==> src/design/unsd_pkg.sv <==
// Shared types, codes and constants of the UBX/NMEA stream dispatcher.
`default_nettype none

package unsd_pkg;

	// Defaults and fixed widths.
	localparam int BUFFER_BYTES_DEF = 256;
	localparam int LEN_W            = 9;
	localparam int CFG_IDX_W        = 1;
	localparam int Q_DEPTH          = 2;
	localparam int QCNT_W           = $clog2(Q_DEPTH + 1);

	localparam logic [7:0] SYNC_BYTE_RST     = 8'd181;
	localparam logic [7:0] LINE_END_BYTE_RST = 8'd10;

	// Configuration register indexes.
	localparam logic [CFG_IDX_W-1:0] REG_SYNC_BYTE     = 1'b0;
	localparam logic [CFG_IDX_W-1:0] REG_LINE_END_BYTE = 1'b1;

	// Stream kind codes.
	localparam logic [1:0] KIND_NONE  = 2'd0;
	localparam logic [1:0] KIND_UBX   = 2'd1;
	localparam logic [1:0] KIND_ASCII = 2'd2;

	// Status codes.
	localparam logic [2:0] ST_BUSY      = 3'd0;
	localparam logic [2:0] ST_GOOD      = 3'd1;
	localparam logic [2:0] ST_UBX_CSUM  = 3'd2;
	localparam logic [2:0] ST_NMEA_ERR  = 3'd3;
	localparam logic [2:0] ST_BAD_CHAR  = 3'd4;
	localparam logic [2:0] ST_OVERRUN   = 3'd5;

	typedef struct packed {
		logic       cmd;
		logic [7:0] rx_byte;
	} req_t;

	typedef struct packed {
		logic [7:0]       out_byte;
		logic [1:0]       stream_kind;
		logic             frame_end;
		logic [2:0]       status;
		logic [LEN_W-1:0] frame_length;
		logic [7:0]       msg_class;
		logic [7:0]       msg_id;
	} rsp_t;

	// Per-byte character flags used by the NMEA checksum check.
	typedef struct packed {
		logic       is_star;
		logic       hex_ok;
		logic [3:0] hex_val;
	} tag_t;

	// A classified request as it travels through the queue.
	typedef struct packed {
		logic       cmd;
		logic [7:0] rx_byte;
		logic       is_sync;
		logic       is_ascii;
		logic       is_line_end;
		tag_t       tag;
	} item_t;

	typedef struct packed {
		logic              empty;
		logic              full;
	} q_stat_t;

endpackage

`default_nettype wire

==> src/design/unsd_front.sv <==
// Front end: accepts requests and classifies each received byte.
`default_nettype none

module unsd_front import unsd_pkg::*; (
	input  wire logic  req_valid,
	output logic       req_ready,
	input  wire req_t  req,
	input  wire logic [7:0] sync_byte,
	input  wire logic [7:0] line_end_byte,
	input  wire q_stat_t q_stat,
	output logic       push,
	output item_t      push_item
);

	localparam logic [7:0] CHAR_STAR = 8'h2a;

	logic [7:0] b;

	assign b         = req.rx_byte;
	assign req_ready = !q_stat.full;
	assign push      = req_valid && req_ready;

	always_comb begin
		push_item             = '0;
		push_item.cmd         = req.cmd;
		push_item.rx_byte     = b;
		push_item.is_sync     = (b == sync_byte);
		push_item.is_ascii    = !b[7];
		push_item.is_line_end = (b == line_end_byte);
		push_item.tag.is_star = (b == CHAR_STAR);
		// Hex digit decode for the checksum characters.
		if (b >= 8'h30 && b <= 8'h39) begin
			push_item.tag.hex_ok  = 1'b1;
			push_item.tag.hex_val = b[3:0];
		end else if ((b >= 8'h41 && b <= 8'h46) || (b >= 8'h61 && b <= 8'h66)) begin
			push_item.tag.hex_ok  = 1'b1;
			push_item.tag.hex_val = b[3:0] + 4'd9;
		end
	end

endmodule

`default_nettype wire

==> src/design/unsd_queue.sv <==
// Short queue of classified requests between front end and parser.
`default_nettype none

module unsd_queue import unsd_pkg::*; (
	input  wire logic  clk,
	input  wire logic  arst_n,
	input  wire logic  push,
	input  wire item_t push_item,
	input  wire logic  pop,
	output item_t      pop_item,
	output q_stat_t    stat
);

	localparam int PTR_W = (Q_DEPTH > 1) ? $clog2(Q_DEPTH) : 1;

	item_t             entry_q [Q_DEPTH];
	logic [PTR_W-1:0]  wr_ptr_q;
	logic [PTR_W-1:0]  rd_ptr_q;
	logic [QCNT_W-1:0] count_q;

	function automatic logic [PTR_W-1:0] ptr_inc(input logic [PTR_W-1:0] p);
		ptr_inc = (p == PTR_W'(Q_DEPTH - 1)) ? '0 : p + PTR_W'(1);
	endfunction

	assign pop_item    = entry_q[rd_ptr_q];
	assign stat.empty  = (count_q == '0);
	assign stat.full   = (count_q == QCNT_W'(Q_DEPTH));

	always_ff @(posedge clk or negedge arst_n) begin
		if (!arst_n) begin
			wr_ptr_q <= '0;
			rd_ptr_q <= '0;
			count_q  <= '0;
		end else begin
			if (push) begin
				wr_ptr_q <= ptr_inc(wr_ptr_q);
			end
			if (pop) begin
				rd_ptr_q <= ptr_inc(rd_ptr_q);
			end
			if (push && !pop) begin
				count_q <= count_q + QCNT_W'(1);
			end else if (pop && !push) begin
				count_q <= count_q - QCNT_W'(1);
			end
		end
	end

	always_ff @(posedge clk) begin
		if (push) begin
			entry_q[wr_ptr_q] <= push_item;
		end
	end

endmodule

`default_nettype wire

==> src/design/unsd_back.sv <==
// Back end: frame parser with running checksums and the result register.
`default_nettype none

module unsd_back import unsd_pkg::*; #(
	parameter int BUFFER_BYTES = BUFFER_BYTES_DEF
) (
	input  wire logic  clk,
	input  wire logic  arst_n,
	input  wire logic  q_valid,
	output logic       pop,
	input  wire item_t item,
	output logic       rsp_valid,
	input  wire logic  rsp_ready,
	output rsp_t       rsp
);

	localparam int CNT_W = $clog2(BUFFER_BYTES + 1);

	localparam logic [CNT_W-1:0] POS_CLASS  = CNT_W'(2);
	localparam logic [CNT_W-1:0] POS_ID     = CNT_W'(3);
	localparam logic [CNT_W-1:0] POS_LEN_LO = CNT_W'(4);
	localparam logic [CNT_W-1:0] POS_LEN_HI = CNT_W'(5);
	localparam logic [CNT_W-1:0] POS_BODY   = CNT_W'(6);
	localparam logic [CNT_W-1:0] MIN_LINE   = CNT_W'(5);
	localparam logic [CNT_W-1:0] CNT_LIMIT  = CNT_W'(BUFFER_BYTES);

	typedef enum logic [1:0] {
		MODE_IDLE,
		MODE_UBX,
		MODE_ASCII
	} mode_t;

	mode_t            mode_q, mode_n, mode_eff;
	logic [CNT_W-1:0] cnt_q, cnt_n, idx, cnt1;
	logic [15:0]      pl_q, pl_n;
	logic [7:0]       fa_q, fa_n, fb_q, fb_n, xor_q, xor_n;
	logic [3:0][7:0]  rb_q, rb_n;
	tag_t [3:0]       rt_q, rt_n;
	logic [7:0]       cls_q, cls_n, id_q, id_n, lenlo_q, lenlo_n;
	logic             start;
	logic [7:0]       b;
	rsp_t             res;
	rsp_t             rsp_q;
	logic             rsp_valid_q;
	logic             line_good;

	assign b         = item.rx_byte;
	assign rsp       = rsp_q;
	assign rsp_valid = rsp_valid_q;
	assign pop       = q_valid && (!rsp_valid_q || rsp_ready);

	always_comb begin
		mode_n   = mode_q;
		mode_eff = mode_q;
		cnt_n    = cnt_q;
		pl_n     = pl_q;
		fa_n     = fa_q;
		fb_n     = fb_q;
		xor_n    = xor_q;
		rb_n     = rb_q;
		rt_n     = rt_q;
		cls_n    = cls_q;
		id_n     = id_q;
		lenlo_n  = lenlo_q;
		start    = 1'b0;
		idx      = '0;
		cnt1     = '0;
		line_good = 1'b0;
		res          = '0;
		res.out_byte = b;

		if (item.cmd) begin
			start  = 1'b1;
			mode_n = MODE_IDLE;
		end else if (mode_q == MODE_IDLE) begin
			if (item.is_sync) begin
				mode_eff = MODE_UBX;
				start    = 1'b1;
			end else if (item.is_ascii) begin
				mode_eff = MODE_ASCII;
				start    = 1'b1;
			end else begin
				res.status = ST_BAD_CHAR;
			end
		end

		if (start) begin
			cnt_n   = '0;
			pl_n    = '0;
			fa_n    = '0;
			fb_n    = '0;
			xor_n   = '0;
			rb_n    = '0;
			rt_n    = '0;
			cls_n   = '0;
			id_n    = '0;
			lenlo_n = '0;
		end

		if (!item.cmd && mode_eff != MODE_IDLE) begin
			mode_n           = mode_eff;
			idx              = cnt_n;
			cnt1             = cnt_n + CNT_W'(1);
			cnt_n            = cnt1;
			res.frame_length = LEN_W'(cnt1);
			if (mode_eff == MODE_UBX) begin
				res.stream_kind = KIND_UBX;
				case (idx)
					POS_CLASS:  cls_n   = b;
					POS_ID:     id_n    = b;
					POS_LEN_LO: lenlo_n = b;
					POS_LEN_HI: pl_n    = {b, lenlo_n};
					default: ;
				endcase
				// Checksum covers class, id, length and payload only.
				if (idx >= POS_CLASS && (idx < POS_BODY ||
						17'(idx) < {1'b0, pl_n} + 17'd6)) begin
					fa_n = fa_n + b;
					fb_n = fb_n + fa_n;
				end
				res.msg_class = cls_n;
				res.msg_id    = id_n;
				if (cnt1 >= CNT_LIMIT) begin
					res.frame_end = 1'b1;
					res.status    = ST_OVERRUN;
					mode_n        = MODE_IDLE;
				end else if (idx >= POS_BODY && 17'(cnt1) == {1'b0, pl_n} + 17'd8) begin
					res.frame_end = 1'b1;
					res.status    = (rb_n[0] == fa_n && b == fb_n) ? ST_GOOD : ST_UBX_CSUM;
					mode_n        = MODE_IDLE;
				end
			end else begin
				res.stream_kind = KIND_ASCII;
				// Good line: '*' then two hex digits matching the running XOR,
				// followed by one more character before the line end.
				line_good = (cnt1 >= MIN_LINE) && rt_n[3].is_star && rt_n[2].hex_ok &&
					rt_n[1].hex_ok && ({rt_n[2].hex_val, rt_n[1].hex_val} == xor_n);
				if (cnt1 >= CNT_LIMIT) begin
					res.frame_end = 1'b1;
					res.status    = ST_OVERRUN;
					mode_n        = MODE_IDLE;
				end else if (item.is_line_end) begin
					res.frame_end = 1'b1;
					res.status    = line_good ? ST_GOOD : ST_NMEA_ERR;
					mode_n        = MODE_IDLE;
				end else if (idx >= MIN_LINE) begin
					xor_n = xor_n ^ rb_n[3];
				end
			end
			rb_n = {rb_n[2:0], b};
			rt_n = {rt_n[2:0], item.tag};
		end
	end

	always_ff @(posedge clk or negedge arst_n) begin
		if (!arst_n) begin
			mode_q      <= MODE_IDLE;
			cnt_q       <= '0;
			pl_q        <= '0;
			fa_q        <= '0;
			fb_q        <= '0;
			xor_q       <= '0;
			rb_q        <= '0;
			rt_q        <= '0;
			cls_q       <= '0;
			id_q        <= '0;
			lenlo_q     <= '0;
			rsp_valid_q <= 1'b0;
			rsp_q       <= '0;
		end else begin
			if (pop) begin
				mode_q      <= mode_n;
				cnt_q       <= cnt_n;
				pl_q        <= pl_n;
				fa_q        <= fa_n;
				fb_q        <= fb_n;
				xor_q       <= xor_n;
				rb_q        <= rb_n;
				rt_q        <= rt_n;
				cls_q       <= cls_n;
				id_q        <= id_n;
				lenlo_q     <= lenlo_n;
				rsp_q       <= res;
				rsp_valid_q <= 1'b1;
			end else if (rsp_ready) begin
				rsp_valid_q <= 1'b0;
			end
		end
	end

endmodule

`default_nettype wire

==> src/design/ubx_nmea_stream_dispatcher.sv <==
// Top level of the UBX/NMEA stream dispatcher: config registers and the three parts.
`default_nettype none

// Channel | Handshake             | Payload                     | Direction
// --------+-----------------------+-----------------------------+----------
// req     | req_valid / req_ready | req_t  (cmd, rx_byte)       | in
// rsp     | rsp_valid / rsp_ready | rsp_t  (one per request)    | out
// cfg     | cfg_valid / cfg_ready | cfg_index, cfg_data         | in
//
// Sustained rate is one request per clock while rsp_ready stays high; the parser
// updates all of its running sums and counters for each byte at once.
// A classified byte is first written into the queue, and the parser then takes
// it from there into the result register.
// The two-entry queue lets requests keep coming while a result is stalled;
// req_ready drops only when the queue is full.
// Reset is asynchronous and leaves the parser idle with the default sync
// (0xB5) and line end (LF) bytes; there is no clearing pass.
module ubx_nmea_stream_dispatcher import unsd_pkg::*; #(
	parameter int BUFFER_BYTES = BUFFER_BYTES_DEF
) (
	input  wire logic                 clk,
	input  wire logic                 arst_n,
	input  wire logic                 req_valid,
	output logic                      req_ready,
	input  wire req_t                 req,
	output logic                      rsp_valid,
	input  wire logic                 rsp_ready,
	output rsp_t                      rsp,
	input  wire logic                 cfg_valid,
	output logic                      cfg_ready,
	input  wire logic [CFG_IDX_W-1:0] cfg_index,
	input  wire logic [7:0]           cfg_data
);

	logic [7:0] sync_byte_q;
	logic [7:0] line_end_byte_q;
	logic       push;
	item_t      push_item;
	logic       pop;
	item_t      pop_item;
	q_stat_t    q_stat;

	// Configuration writes are always taken; the user must write only while the block is idle, which it does not enforce.
	assign cfg_ready = 1'b1;

	always_ff @(posedge clk or negedge arst_n) begin
		if (!arst_n) begin
			sync_byte_q     <= SYNC_BYTE_RST;
			line_end_byte_q <= LINE_END_BYTE_RST;
		end else if (cfg_valid && cfg_ready) begin
			case (cfg_index)
				REG_SYNC_BYTE:     sync_byte_q     <= cfg_data;
				REG_LINE_END_BYTE: line_end_byte_q <= cfg_data;
				default: ;
			endcase
		end
	end

	// The front end compares each byte against the configured sync and line
	// end values and decodes star and hex digits, so the parser sees flags beside the byte.
	unsd_front u_front (
		.req_valid     (req_valid),
		.req_ready     (req_ready),
		.req           (req),
		.sync_byte     (sync_byte_q),
		.line_end_byte (line_end_byte_q),
		.q_stat        (q_stat),
		.push          (push),
		.push_item     (push_item)
	);

	unsd_queue u_queue (
		.clk       (clk),
		.arst_n    (arst_n),
		.push      (push),
		.push_item (push_item),
		.pop       (pop),
		.pop_item  (pop_item),
		.stat      (q_stat)
	);

	// The parser takes one queued byte whenever its result register is free
	// or being emptied in the same cycle.
	unsd_back #(
		.BUFFER_BYTES (BUFFER_BYTES)
	) u_back (
		.clk       (clk),
		.arst_n    (arst_n),
		.q_valid   (!q_stat.empty),
		.pop       (pop),
		.item      (pop_item),
		.rsp_valid (rsp_valid),
		.rsp_ready (rsp_ready),
		.rsp       (rsp)
	);

	// A request taken into an empty queue must be present there next cycle.
	a_push_lands: assert property (@(posedge clk) disable iff (!arst_n)
		(req_valid && req_ready && q_stat.empty) |=> !q_stat.empty)
		else $error("accepted request did not reach the queue");

	// With work queued and the result register empty, a result must follow.
	a_back_drains: assert property (@(posedge clk) disable iff (!arst_n)
		(!q_stat.empty && !rsp_valid) |=> rsp_valid)
		else $error("parser did not take queued work");

	// An end mark only ever belongs to a UBX or ASCII byte.
	a_end_has_kind: assert property (@(posedge clk) disable iff (!arst_n)
		(rsp_valid && rsp.frame_end) |-> (rsp.stream_kind != KIND_NONE))
		else $error("frame end on a dropped byte");

	// A dropped byte carries no frame context.
	a_bad_char_clean: assert property (@(posedge clk) disable iff (!arst_n)
		(rsp_valid && rsp.status == ST_BAD_CHAR) |->
		(rsp.stream_kind == KIND_NONE && rsp.frame_length == '0 && !rsp.frame_end))
		else $error("bad char result carries frame fields");

endmodule

`default_nettype wire
==> config.mk <==
export PLATFORM = sky130hd
export DESIGN_NAME = ubx_nmea_stream_dispatcher
export DESIGN_NICKNAME = d
export VERILOG_FILES = /design/src/design/unsd_pkg.sv /design/src/design/unsd_front.sv /design/src/design/unsd_queue.sv /design/src/design/unsd_back.sv /design/src/design/ubx_nmea_stream_dispatcher.sv
export SDC_FILE = /design/constraint.sdc
export NUM_CORES = 1
export LEC_CHECK = 0
export BUFFER_PORTS_ARGS = -buffer_cell sky130_fd_sc_hd__buf_2
export CORE_MARGIN = 5
export CORE_UTILIZATION = 35
export DETAILED_ROUTE_END_ITERATION = 16
export PLACE_DENSITY = 0.51
export SLEW_MARGIN = 40
export SYNTH_ARGS = -nofsm -noshare
export SYNTH_HDL_FRONTEND = slang
export SYNTH_SLANG_ARGS = --single-unit
==> constraint.sdc <==
create_clock -name clk -period 7.2 [get_ports clk]
set_input_delay 2.16 -clock clk [delete_from_list [all_inputs] [get_ports clk]]
set_output_delay 2.16 -clock clk [all_outputs]
set_load 0.02 [all_outputs]
# Word level (Yosys, flattened, before mapping)
# Memory sizes are Yosys's and may differ from the RTL's.
# Index checks and enable logic that the tools add are counted.
[word_totals]
in_bits = 23
ram_bits = 36
output_inout_bits = 42
reg_bits = 186
memories = 1
[memory_table]
columns = ["memory", "depth", "word_bits", "rd", "rd_clocked_by_memory_dff", "write_ports", "line", "source"]
rows = [
  ["u_queue.entry_q", 2, 18, 1, 0, 1, "unsd_queue.sv:16", "item_t entry_q [Q_DEPTH];"],
]
[classes]
mux = 80
addsub = 10
eq_ne = 13
order_cmp = 13
reduce_logical = 34
n_bitwise = 2
[op_table]
columns = ["operator", "n"]
rows = [
  ["8-bit 2-to-1 mux", 30],
  ["16-bit 2-to-1 mux", 7],
  ["32-bit 2-to-1 mux", 2],
  ["24-bit 2-to-1 mux", 2],
  ["8-bit == test", 5],
  ["31-bit 2-to-1 mux", 1],
  ["2-bit 2-to-1 mux", 15],
  ["9-bit by 3-bit >= comparator with 1-bit output, second input constant", 3],
  ["9-bit by 2-bit == test with 1-bit output, second input constant", 2],
  ["9-bit by 3-bit == test with 1-bit output, second input constant", 2],
  ["9-bit 2-to-1 mux", 2],
  ["16-bit by 3-bit adder with 17-bit output, second input constant", 1],
  ["16-bit by 4-bit adder with 17-bit output, second input constant", 1],
  ["9-bit by 17-bit == test with 1-bit output", 1],
  ["9-bit by 17-bit < comparator with 1-bit output", 1],
  ["8-bit adder", 2],
  ["8-bit by 7-bit >= comparator with 1-bit output, second input constant", 2],
  ["8-bit by 7-bit less-or-equal comparator with 1-bit output, second input constant", 2],
  ["4-bit 2-to-1 mux", 4],
  ["1-bit logical AND", 15],
  ["3-bit 2-to-1 mux", 4],
  ["1-bit 2-to-1 mux", 10],
  ["5-bit 2-to-1 mux", 2],
  ["9-bit by 1-bit adder with 9-bit output, second input constant", 1],
  ["other kinds (20)", 35],
]

# Longest topological paths before layout
# Gate-level depths: netlist of the first run.
# An unclocked memory read counts as a cell.
[logic_depth]
word_depth = 24
ltp_mapped = 33

# Modules after synthesis
# A second synthesis of the first run with hierarchy kept.
[unflattened]
hier_cells = 1252
hier_area_um2 = 12406.9
[by_module_without_submodules]
columns = ["mod", "instances", "area_per_inst_um2", "seq_area_each_um2", "cells_per_inst"]
rows = [
  ["unsd_back", 1, 9744.3, 4154.0, 1076],
  ["unsd_queue", 1, 1535.2, 1181.1, 72],
  ["ubx_nmea_stream_dispatcher", 1, 638.1, 409.1, 38],
  ["unsd_front", 1, 489.2, 0.0, 66],
]

# Worst setup path after synthesis of the first run
# No wires, ideal clock.
[synth_timing]
kind = "register -> register"
from = "register u_queue.rd_ptr_q"
to = "register u_back.rsp_q (netlist bit u_back.rsp[25])"
n_path_buf = 9
path_slack_ns = 0.277
path_stages_with_launch = 33
period_less_slack_ns = 6.923
required_time_ns = 7.081
setup_ns = 0.119
arrival_ns = 6.804
path_cell_list = "dfrtp_1 > mux2i_1 > o31a_1 > clkbuf_1 > clkbuf_1 > clkbuf_1 > clkbuf_1 > buf_1 > and2_1 > ha_1 > and3b_1 > and3_1 > buf_4 > buf_4 > buf_2 > nand2_1 > a21oi_1 > ha_1 > a21boi_4 > xnor2_1 > nand2_1 > ha_1 > o2111ai_1 > a21oi_1 > a211oi_1 > a311oi_1 > o21a_1 > clkbuf_1 > a31oi_4 > mux2_4 > o2111ai_2 > nor4_2 > o21a_1"
[synth_via]
elab_chain_len = 24
[synth_lines]
columns = ["element", "line", "source"]
rows = [
  ["from (decl)", "unsd_queue.sv:18", "logic [PTR_W-1:0] rd_ptr_q;"],
  ["from (signal assigned)", "unsd_queue.sv:39", "rd_ptr_q <= ptr_inc(rd_ptr_q);"],
  ["memory read 2 x 18 bit *", "-", ""],
  ["1-bit 2-to-1 mux", "unsd_back.sv:79", "end else if (item.is_ascii) begin"],
  ["1-bit 2-to-1 mux", "unsd_back.sv:76", "if (item.is_sync) begin"],
  ["1-bit 2-to-1 mux", "unsd_back.sv:75", "end else if (mode_q == MODE_IDLE) begin"],
  ["1-bit 2-to-1 mux", "unsd_back.sv:72", "if (item.cmd) begin"],
  ["9-bit 2-to-1 mux", "unsd_back.sv:87", "if (start) begin"],
  ["9-bit by 3-bit == test with 1-bit output", "unsd_back.sv:108", "case (idx)"],
  ["16-bit 2-to-1 mux", "unsd_back.sv:108", ""],
  ["(+8 left out)", "-", ""],
  ["8-bit 2-to-1 mux", "unsd_back.sv:100", "if (!item.cmd && mode_eff != MODE_IDLE) begin"],
  ["8-bit == test", "unsd_back.sv:129", "res.status = (rb_n[0] == fa_n && b == fb_n) ? ST_GOOD : ST_UBX_CSUM;"],
  ["1-bit logical AND", "unsd_back.sv:129", ""],
  ["2-bit 2-to-1 mux", "unsd_back.sv:129", ""],
  ["4-bit 2-to-1 mux", "unsd_back.sv:127", "end else if (idx >= POS_BODY && 17'(cnt1) == {1'b0, pl_n} + 17'd8) begin"],
  ["4-bit 2-to-1 mux", "unsd_back.sv:123", "if (cnt1 >= CNT_LIMIT) begin"],
  ["6-bit 2-to-1 mux", "unsd_back.sv:106", "if (mode_eff == MODE_UBX) begin"],
  ["31-bit 2-to-1 mux *", "unsd_back.sv:100", ""],
  ["to (signal assigned)", "unsd_back.sv:183", "rsp_q <= res;"],
  ["to (decl)", "unsd_back.sv:43", "rsp_t rsp_q;"],
]
# Mark *: on every way between the ends. The rest lies on a longest branch, timed or not. The select of a mux whose other input is x is not followed.
# A chain may end at the register's enable or synchronous reset.

# Worst setup path after layout of the first run
[layout_timing]
from = "register u_queue.rd_ptr_q"
to = "register u_back.rsp_q (netlist bit u_back.rsp[26])"
# Same word-level chain as after synthesis.

==> results_dict.tcl, run 1 <==
set metrics [dict create \
    status "completed" \
    finalCritPeriodShare 0.865 \
    die_w_um 198 \
    ioPinCount 65 \
    wl_mm 37.8 \
    dp_slack_ns 1.00 \
    period_needed_ns 6.23 \
    p_per_area_mw_per_mm2 321 \
    synth_flop_cell "dfrtp_1" \
    min_delay_worst_endpoint "u_back.rsp[16]" \
    htreeDepth 1 \
    gp_congestion 0.901 \
    yosysWarnings 0 \
    initial_utilization 0.352 \
    io_buffers 63 \
    postCtsSetupRepairBufs 0 \
    hold_viol_final 0 \
    chipHeight_um 198 \
    slew_viol_final 0 \
    min-delay-path-class "reg2reg" \
    synth_seq_area_share 0.463 \
    cap_violations 0 \
    synthArstFlopShare 0.838 \
    wl_per_cell_um 20.8 \
    cts.sinks 222 \
    synth_cells 1282 \
    drt_iter0_drc 733 \
    grtUsageTotal 0.193 \
    synthTopCellsByCount "dfrtp_1, nand2_1, o21ai_0" \
    hpwl_mm 26.6 \
    via_count 10100 \
    tightest_slew_ns 0.756 \
    crit_type "reg2reg" \
    slew_headroom 0.492 \
    rows 69 \
    fillers 3517 \
    p_leak_nw 6.12 \
    postCtsHoldBufs 0 \
    fin_skew_ns 0.0136 \
    timing.fmax_ghz 0.161 \
    synth_edf_count 36 \
    rr_worst_depth 25 \
    num_antenna_cells 0 \
    path_clk_slew_ns 0.06 \
    ff2ff_setup_slack_ns 0.97 \
    grt_pass1_vias 10100 \
    synth_area_leaders "dfrtp_1, edfxtp_1, o21ai_0" \
    synthesis.nets 1341 \
    cts_max_path_buffers 3 \
    grt_pass1_wl_mm 59.9 \
    cts_made_buffers 27 \
    setup_tns_ns 0 \
    ctsResizeCount 0 \
    drc 0 \
    postRouteAntennaNets 0 \
    antenna_found_initial 3 \
    holdPathStages 2 \
    min_from "u_back.rsp[16]" \
    cts_tree "built" \
    overflow 0 \
    drive_above_1_share 0.143 \
    critical_path.max_fanout 14 \
    rsz0062_at_grt "no" \
    grt_max_degree 97 \
    setup_viol 0 \
    worstPathArrival_ns 6.66 \
    reg2reg_to "u_back.rsp[26]" \
    synth_seq_cells 222 \
    fin_nets 1393 \
    critPathRequiredTime_ns 7.64 \
    p_total_mw 4.55 \
    area_growth_pct 14.4 \
    avgSynthCellArea_sq_um 9.68 \
    ys_types 88 \
    synth_area_leader_cell "dfrtp_1" \
    synthMostInstantiatedCell "dfrtp_1" \
    syn_area_sq_mm 0.0124 \
    crit_path_start_kind "register" \
    worst_slack_ns 0.972 \
    synth_top_area_frac 0.361 \
    via_per_inst 5.54 \
    cts_root_buf "clkbuf_16" \
    dr.pass1.iters 5 \
    coreArea_sq_mm 0.0353 \
    vdd_drop_max_mv 0.279 \
    clock_latency_ns 0.56 \
    cp-end-kind "register" \
    die_area_sq_mm 0.0393 \
    r2r-start "u_queue.rd_ptr_q" \
]
[layer usage]
| metal | part of all wire | vias to the layer above | global-route usage |
|---|---|---|---|
| met3 | 0.047 | 64 | 0.0289 |
| met2 | 0.45 | 227 | 0.304 |
| met4 | 0.026 | 4 | 0.0520 |
| met1 | 0.48 | 4973 | 0.279 |
| li1 | - | 4795 | - |
| met5 | 0.00066 | - | 0 |
[registers in the layout, indices dropped and copies added, names as in the netlist]
register,flops
u_back.fb_q,8
u_back.id_q,8
u_queue.entry_q,36
u_back.lenlo_q,8
u_back.cnt_q,9
sync_byte_q,8
u_queue.wr_ptr_q,1
u_back.rsp_valid,1
u_queue.rd_ptr_q,1
u_back.rt_q,19
u_back.rb_q,32
u_back.xor_q,8
u_back.fa_q,8
line_end_byte_q,8
u_queue.count_q,2
u_back.rsp,39
u_back.pl_q,16
u_back.mode_q,2
u_back.cls_q,8
[area by class of cell]
class	instances	area, sq um	share of cell area
multi-input cells	953	6310	0.445
repair buffers	91	568	0.0400
clock inverters	14	113	0.00793
clock buffers	36	739	0.0521
well taps	461	577	0.0406
inverters	39	146	0.0103
flip-flops and latches	222	5740	0.404
[per-stage QoR]
step                instance area, sq um  cells  utilization  hold slack (ns)
floorplan                          12400   1282            -            0.449
CTS                                14200   1815        0.401            0.476
global route                       14200   1816        0.402            0.500
detailed placement                 13300   1765        0.377            0.462
global placement                   13300   1765        0.377            0.458
finish                             14200   1816        0.402            0.469
[worst max path at each step]
stage / startpoint / endpoint / slack (ns) / cells after the start
3_3_place_gp: u_queue.rd_ptr_q / u_back.rsp[26] / 1.14 / 22
5_1_grt: u_queue.rd_ptr_q / u_back.rsp[26] / 0.43 / 25
6_report: u_queue.rd_ptr_q / u_back.rsp[26] / 0.97 / 25
3_5_place_dp: u_queue.rd_ptr_q / u_back.rsp[26] / 1.0 / 25
4_1_cts: u_queue.rd_ptr_q / u_back.rsp[26] / 0.97 / 25
2_1_floorplan: u_queue.rd_ptr_q / u_back.rsp[25] / 0.28 / 32
[where the power goes]
part	total (mW)	switching (mW)	leakage [nW]	internal (mW)
Clock	1.32	0.556	0.414	0.759
Sequential	1.61	0.142	2.85	1.46
Combinational	1.63	1.14	2.85	0.493
Total	4.55	1.84	6.12	2.72
[worst max-delay path, cell delays in order, from the launching register on]
cell       delay [ns]
dfrtp_1          0.34
buf_4            0.23
nor3b_1          0.57
o31a_2           0.30
and2_1           0.18
ha_1             0.19
and3b_1          0.23
and3_1           0.51
nand2_1          0.10
a21oi_1          0.30
ha_1             0.34
nand3_1          0.12
xor2_1           0.14
nand2_1          0.07
ha_1             0.27
o21a_1           0.10
o2111ai_1        0.16
a21oi_1          0.06
a211oi_1         0.40
a311oi_1         0.12
o21ai_0          0.30
nor2_4           0.09
o41ai_1          0.43
nor4b_2          0.11
nor4_2           0.31
o21ai_1          0.11
[layout by cell type, fill, tap and decap left out, types with 5 or more instances in the layout]
master     netlist  routed
dfrtp_1        179     179
nand2_1        158     157
o21ai_0        131     130
nor2_1          67      67
buf_2            9      62
a22o_1          60      60
a21oi_1         50      50
xnor2_1         50      50
inv_1           38      38
edfxtp_1        36      36
ha_1            34      34
nand3_1         33      32
mux2i_1         27      27
clkbuf_16        0      27
and2_1          26      26
buf_4            3      26
a31oi_1         24      24
mux2_2          21      21
xor2_1          20      20
nand4_1         20      20
a21o_1          19      19
and3_1          16      15
nor3_1          15      14
or3_1           12      12
nor2b_1         10      10
o22ai_1          9       9
or2_2            8       8
o21a_1           8       8
nand2b_1         7       7
a211oi_1         8       7
dfstp_2          7       7
nor4_1           8       6
o31ai_1          7       6
o21ai_1          7       6
clkbuf_1        47       6
nor3b_1          5       5
o2111ai_1        5       5
o221ai_1         5       5
o211ai_1         5       5
clkinv_1         0       5
[cells by family after synthesis]
kind of cell    Yosys count  synth area share
buf+inv                 107            0.0348
mux                      50            0.0429
other cells               1          0.000302
simple gates            408             0.161
fa+ha+maj                36            0.0375
xor+xnor                 71            0.0512
compound gates          387             0.209
flops                   222             0.463
No activity file was read; power rests on OpenSTA's default activity.
==> run 2: changes to the inputs <==
--- a/config.mk
+++ b/config.mk
@@ -5,12 +5,12 @@
 export SDC_FILE = /design/constraint.sdc
 export NUM_CORES = 1
 export LEC_CHECK = 0
-export BUFFER_PORTS_ARGS = -buffer_cell sky130_fd_sc_hd__buf_2
+export BUFFER_PORTS_ARGS = -buffer_cell sky130_fd_sc_hd__buf_4
 export CORE_MARGIN = 5
 export CORE_UTILIZATION = 35
 export DETAILED_ROUTE_END_ITERATION = 16
 export PLACE_DENSITY = 0.51
-export SLEW_MARGIN = 40
+export SLEW_MARGIN = 0
 export SYNTH_ARGS = -nofsm -noshare
 export SYNTH_HDL_FRONTEND = slang
 export SYNTH_SLANG_ARGS = --single-unit
==> run 2 against run 1 <==
  * Sequential power is essentially flat
  * Cell area up 0.98%
  * Via count grew 1.4%
  * Global-route usage hardly changed
  * Utilization rose by 0.39 points
  * Hold slack improved by 0.0083 ns
  * Highest routed layer unchanged
==> results_dict.tcl, run 2 (synthesis gave the netlist of run 1 again) <==
set metrics [dict create \
    status "completed" \
    cp-end-kind "register" \
    cts_root_buf "clkbuf_16" \
    hpwl_mm 26.9 \
    dr.pass1.iters 6 \
    worstPathArrival_ns 6.51 \
    p_int_mw 2.80 \
    startpoint "u_queue.rd_ptr_q" \
    grtUsageMet3 0.0327 \
    hold_viol_final 0 \
    cts_max_path_buffers 3 \
    p_per_area_mw_per_mm2 324 \
    ioPinCount 65 \
    grt_pass1_wl_mm 59.7 \
    final_cell_mix "dfrtp_1, nand2_1, o21ai_0, buf_4, nor2_1" \
    htreeDepth 1 \
    final_common_cell "dfrtp_1" \
    crit_type "reg2reg" \
    ctsResizeCount 0 \
    postRouteAntennaNets 0 \
    clock_latency_ns 0.56 \
    drc 0 \
    chipHeight_um 198 \
    cts_tree "built" \
    reg2reg_to "u_back.rsp[26]" \
    die_w_um 198 \
    overflow 0 \
    critPathRequiredTime_ns 7.64 \
    coreArea_sq_mm 0.0353 \
    rr_worst_depth 24 \
    fin_nets 1390 \
    setup_viol 0 \
    swShare 0.398 \
    cap_violations 0 \
    seqPwrFrac 0.348 \
    fin_skew_ns 0.0157 \
    drt_iter0_drc 907 \
    drive_above_1_share 0.141 \
    grt_use_met2 0.307 \
    largest_reg_flops 39 \
    fin_area_sq_mm 0.0143 \
    grtUsageTotal 0.193 \
    grt_pass1_vias 10100 \
    timing.fmax_ghz 0.165 \
    grt_max_degree 107 \
    crit_path_start_kind "register" \
    period_needed_ns 6.08 \
    min-delay-path-class "reg2reg" \
    postCtsSetupRepairBufs 0 \
    switchingPower_mw 1.85 \
    combinationalPowerShare 0.354 \
    slew_viol_final 0 \
    final_core_util 0.406 \
    vdd_drop_max_mv 0.216 \
    area_growth_pct 15.5 \
    holdPathStages 1 \
    critical_path.max_fanout 11 \
    busiest_layer "met2" \
    ff2ff_setup_slack_ns 1.12 \
    die_area_sq_mm 0.0393 \
    slew_headroom 0.274 \
    via_per_inst 5.64 \
    postCtsHoldBufs 0 \
    wl_per_cell_um 21.1 \
    wl_mm 38.2 \
    io_buffers 63 \
    initial_utilization 0.352 \
    setup.worst_path.end "u_back.rsp[26]" \
    met1_usage 0.277 \
    num_antenna_cells 0 \
    gp_congestion 0.908 \
    cts.sinks 222 \
    rows 69 \
    p_leak_nw 6.15 \
    rsz0062_at_grt "no" \
    clockPowerShare 0.298 \
    cts_made_buffers 27 \
    tightest_slew_ns 1.08 \
    setup_tns_ns 0 \
    r2r-start "u_queue.rd_ptr_q" \
    finalCritPeriodShare 0.844 \
    dpl_cell_area_sq_mm 0.0134 \
    antenna_found_initial 2 \
    via_count 10200 \
    path_clk_slew_ns 0.06 \
]
[run 2: metrics by stage]
step	hold WS, ns	power (mW)	cells	setup WS (ns)
2_1_floorplan	0.449	2.61	1282	0.277
3_3_place_gp	0.458	3.28	1763	1.35
3_5_place_dp	0.470	3.28	1763	1.22
4_1_cts	0.483	4.68	1811	1.20
5_1_grt	0.494	4.91	1811	0.582
6_report	0.477	4.64	1811	1.12
[run 2: layout make-up]
| class | instances | area, sq um |
|---|---|---|
| Multi-Input combinational cell | 953 | 6290 |
| Clock buffer | 37 | 773 |
| Sequential cell | 222 | 5740 |
| Fill cell | 3476 | 21000 |
| Clock inverter | 11 | 130 |
| Inverter | 39 | 146 |
| Timing Repair Buffer | 88 | 679 |
| Tap cell | 461 | 577 |
[run 2: power by group through the flow]
stage	registers, mW	logic (mW)	clock network, mW
floorplan	1.62	0.988	0
global placement	1.64	1.65	0
detailed placement	1.64	1.64	0
CTS	1.62	1.64	1.42
global route	1.64	1.80	1.48
finish	1.61	1.64	1.39
[run 2: worst min-delay path by stage]
stage                    from              to  slack [ns]
2_1_floorplan  u_back.id_q[7]  u_back.id_q[7]        0.45
3_3_place_gp   u_back.id_q[7]  u_back.id_q[7]        0.46
3_5_place_dp   u_back.id_q[7]  u_back.id_q[7]        0.47
4_1_cts        u_back.id_q[7]  u_back.id_q[7]        0.48
5_1_grt        u_back.id_q[7]  u_back.id_q[7]        0.49
6_report       u_back.id_q[7]  u_back.id_q[7]        0.48
[run 2: per-layer routing]
layer  vias up  wire length (um)  share of wire
met5         -                13        0.00034
met4         2               998          0.026
met3        74              2330          0.061
met2       297             17200           0.45
met1      5039             17700           0.46
li1       4796                 -              -
[run 2: critical path, cell delays in order (launching register included)]
cell and delay (ns):
dfrtp_1 0.50, nor3b_1 0.54, o31a_2 0.29, and2_1 0.18, ha_1 0.20, and3b_1 0.23
and3_1 0.45, nand2_1 0.12, a21oi_1 0.30, ha_1 0.32, nand3_1 0.11, xor2_1 0.15
nand2_1 0.07, ha_1 0.28, o21a_1 0.10, o2111ai_1 0.17, a21oi_1 0.06, a211oi_1 0.34
a311oi_1 0.12, o21ai_0 0.32, nor2_4 0.11, o41ai_1 0.45, nor4b_2 0.11, nor4_2 0.32
o21ai_1 0.11
==> run 3: changes to the inputs <==
==> constraint.sdc (replaced) <==
create_clock -name clk -period 5.5 [get_ports clk]
set_input_delay 1.65 -clock clk [delete_from_list [all_inputs] [get_ports clk]]
set_output_delay 1.65 -clock clk [all_outputs]
set_load 0.02 [all_outputs]
==> run 3 against run 2 <==
  * Clock skew rose by 0.0063 ns
  * Non-clock buffer count rose by 30
  * Utilization rose by 0.92 points
  * Clock power rose by 29%
  * Cell area rose by 2.3%
  * Global-route usage fell by 0.37 points
  * Sequential cell count did not move
  * Die area did not move
  * Sequential share of layout area fell by 0.88 points
==> results_dict.tcl, run 3 (synthesis gave the netlist of run 1 again) <==
set metrics [dict create \
    rsz0062_at_grt "no" \
    grt_max_degree 105 \
    final_common_cell "dfrtp_1" \
    final.hold.worst_slack_ns 0.478 \
    wl_per_cell_um 20.4 \
    reg2reg_to "u_back.rsp[25]" \
    chipHeight_um 198 \
    postCtsHoldBufs 0 \
    fin_skew_ns 0.0220 \
    die_area_sq_mm 0.0393 \
    busiest_layer "met2" \
    final_core_util 0.415 \
    antenna_found_initial 0 \
    seqPwrFrac 0.341 \
    status "completed" \
    postRouteAntennaNets 0 \
    via_count 10200 \
    drc 0 \
    timing.fmax_ghz 0.193 \
    holdPathStages 2 \
    clock_latency_ns 0.57 \
    swShare 0.397 \
    cp-end-kind "register" \
    gp_congestion 0.919 \
    area_growth_pct 18.1 \
    combinationalPowerShare 0.366 \
    ioPinCount 65 \
    cts_made_buffers 27 \
    critical_path.max_fanout 6 \
    p_leak_nw 6.30 \
    setup_viol 0 \
    rr_worst_depth 21 \
    fillers 3455 \
    grtUsageTotal 0.190 \
    finalCritPeriodShare 0.944 \
    path_clk_slew_ns 0.06 \
    r2r-start "u_back.mode_q[0]" \
    coreArea_sq_mm 0.0353 \
    met1_usage 0.259 \
    p_per_area_mw_per_mm2 419 \
    fin_nets 1421 \
    io_buffers 63 \
    clockPowerShare 0.293 \
    grt_use_met2 0.313 \
    cts.sinks 222 \
    htreeDepth 1 \
    cts_max_path_buffers 3 \
    initial_utilization 0.352 \
    period_needed_ns 5.19 \
    cts_root_buf "clkbuf_16" \
    die_w_um 198 \
    grt_pass1_wl_mm 59.1 \
    crit_type "reg2reg" \
    grtUsageMet3 0.0330 \
    tightest_slew_ns 1.26 \
    crit_path_start_kind "register" \
    slew_viol_final 0 \
    setup_tns_ns 0 \
    min-delay-path-class "reg2reg" \
    fin_area_sq_mm 0.0147 \
    switchingPower_mw 2.44 \
    min_from "u_back.rt_q[3]" \
    min_delay_worst_endpoint "u_back.rt_q[3]" \
    startpoint "u_back.mode_q[0]" \
    hpwl_mm 26.5 \
    grt_pass1_vias 10100 \
    cap_violations 0 \
    dpl_cell_area_sq_mm 0.0137 \
    final_cell_mix "dfrtp_1, nand2_1, o21ai_0, buf_4, nor2_1" \
    vdd_drop_max_mv 0.252 \
    worstPathArrival_ns 5.65 \
    cts_tree "built" \
    largest_reg_flops 39 \
    wl_mm 37.6 \
    p_total_mw 6.14 \
    overflow 0 \
    rows 69 \
    drt_iter0_drc 768 \
    drive_above_1_share 0.171 \
    num_antenna_cells 0 \
    ff2ff_setup_slack_ns 0.31 \
    dr.pass1.iters 6 \
    critPathRequiredTime_ns 5.96 \
    hold_viol_final 0 \
    p_int_mw 3.70 \
    via_per_inst 5.56 \
    slew_headroom 0.149 \
]
[run 3: worst max-delay path, stage by stage (launching register included)]
cell and delay, ns:
dfrtp_1 0.43, or2_4 0.30, o31a_2 0.34, nand2_2 0.12, ha_4 0.14, or4b_4 0.50
or4_1 0.54, o21ai_2 0.10, nand2_1 0.09, xor2_1 0.15, nand2_1 0.07, ha_1 0.33
o2111ai_1 0.11, a21oi_1 0.17, a211oi_2 0.07, a311oi_2 0.34, o21a_2 0.29, a31oi_4 0.13
mux2_4 0.35, o2111ai_2 0.22, nor4_4 0.08, o21a_1 0.19
[run 3: per-layer routing]
metal,share of wire,vias to the layer above
met5,0,-
met4,0.027,0
met2,0.47,301
li1,-,4842
met1,0.44,5033
met3,0.055,70
[run 3: final cells by class]
cell class | instances | area (sq um) | share of cell area
tap | 461 | 577 | 0.0393
inverter | 39 | 146 | 0.00998
multi-input combinational | 954 | 6410 | 0.437
clock inverter | 13 | 141 | 0.00964
sequential | 222 | 5750 | 0.392
clock buffer | 37 | 743 | 0.0507
timing repair buffer | 118 | 905 | 0.0617
[run 3: stage by stage]
| stage | worst slack [ns] | cells |
|---|---|---|
| 5_1_grt | 0.0162 | 1844 |
| 2_1_floorplan | -0.113 | 1282 |
| 3_5_place_dp | 0.0337 | 1792 |
| 3_3_place_gp | 0.155 | 1792 |
| 4_1_cts | 0.0349 | 1842 |
| 6_report | 0.307 | 1844 |
[run 3: worst max-delay path by stage]
stage                           endpoint  slack, ns  depth (start not counted)
after floorplan           u_back.rsp[25]      -0.11                         32
after global placement    u_back.rsp[25]       0.15                         21
after detailed placement  u_back.rsp[25]       0.03                         21
after CTS                 u_back.rsp[25]       0.03                         21
after global routing      u_back.rsp[25]       0.02                         21
final                     u_back.rsp[25]       0.31                         21
[run 3: what timing repair did]
action / CTS / global route
buffers inserted: 0 / 1
gates resized for setup: 0 / 11
endpoints found under the setup margin: 0 / 17
[run 3: power groups by stage]
stage | Combinational (mW) | Clock (mW) | Sequential [mW]
6_report | 2.25 | 1.80 | 2.10
5_1_grt | 2.45 | 1.92 | 2.13
4_1_cts | 2.24 | 1.85 | 2.10
3_5_place_dp | 2.23 | 0 | 2.13
3_3_place_gp | 2.22 | 0 | 2.12
2_1_floorplan | 1.35 | 0 | 2.13
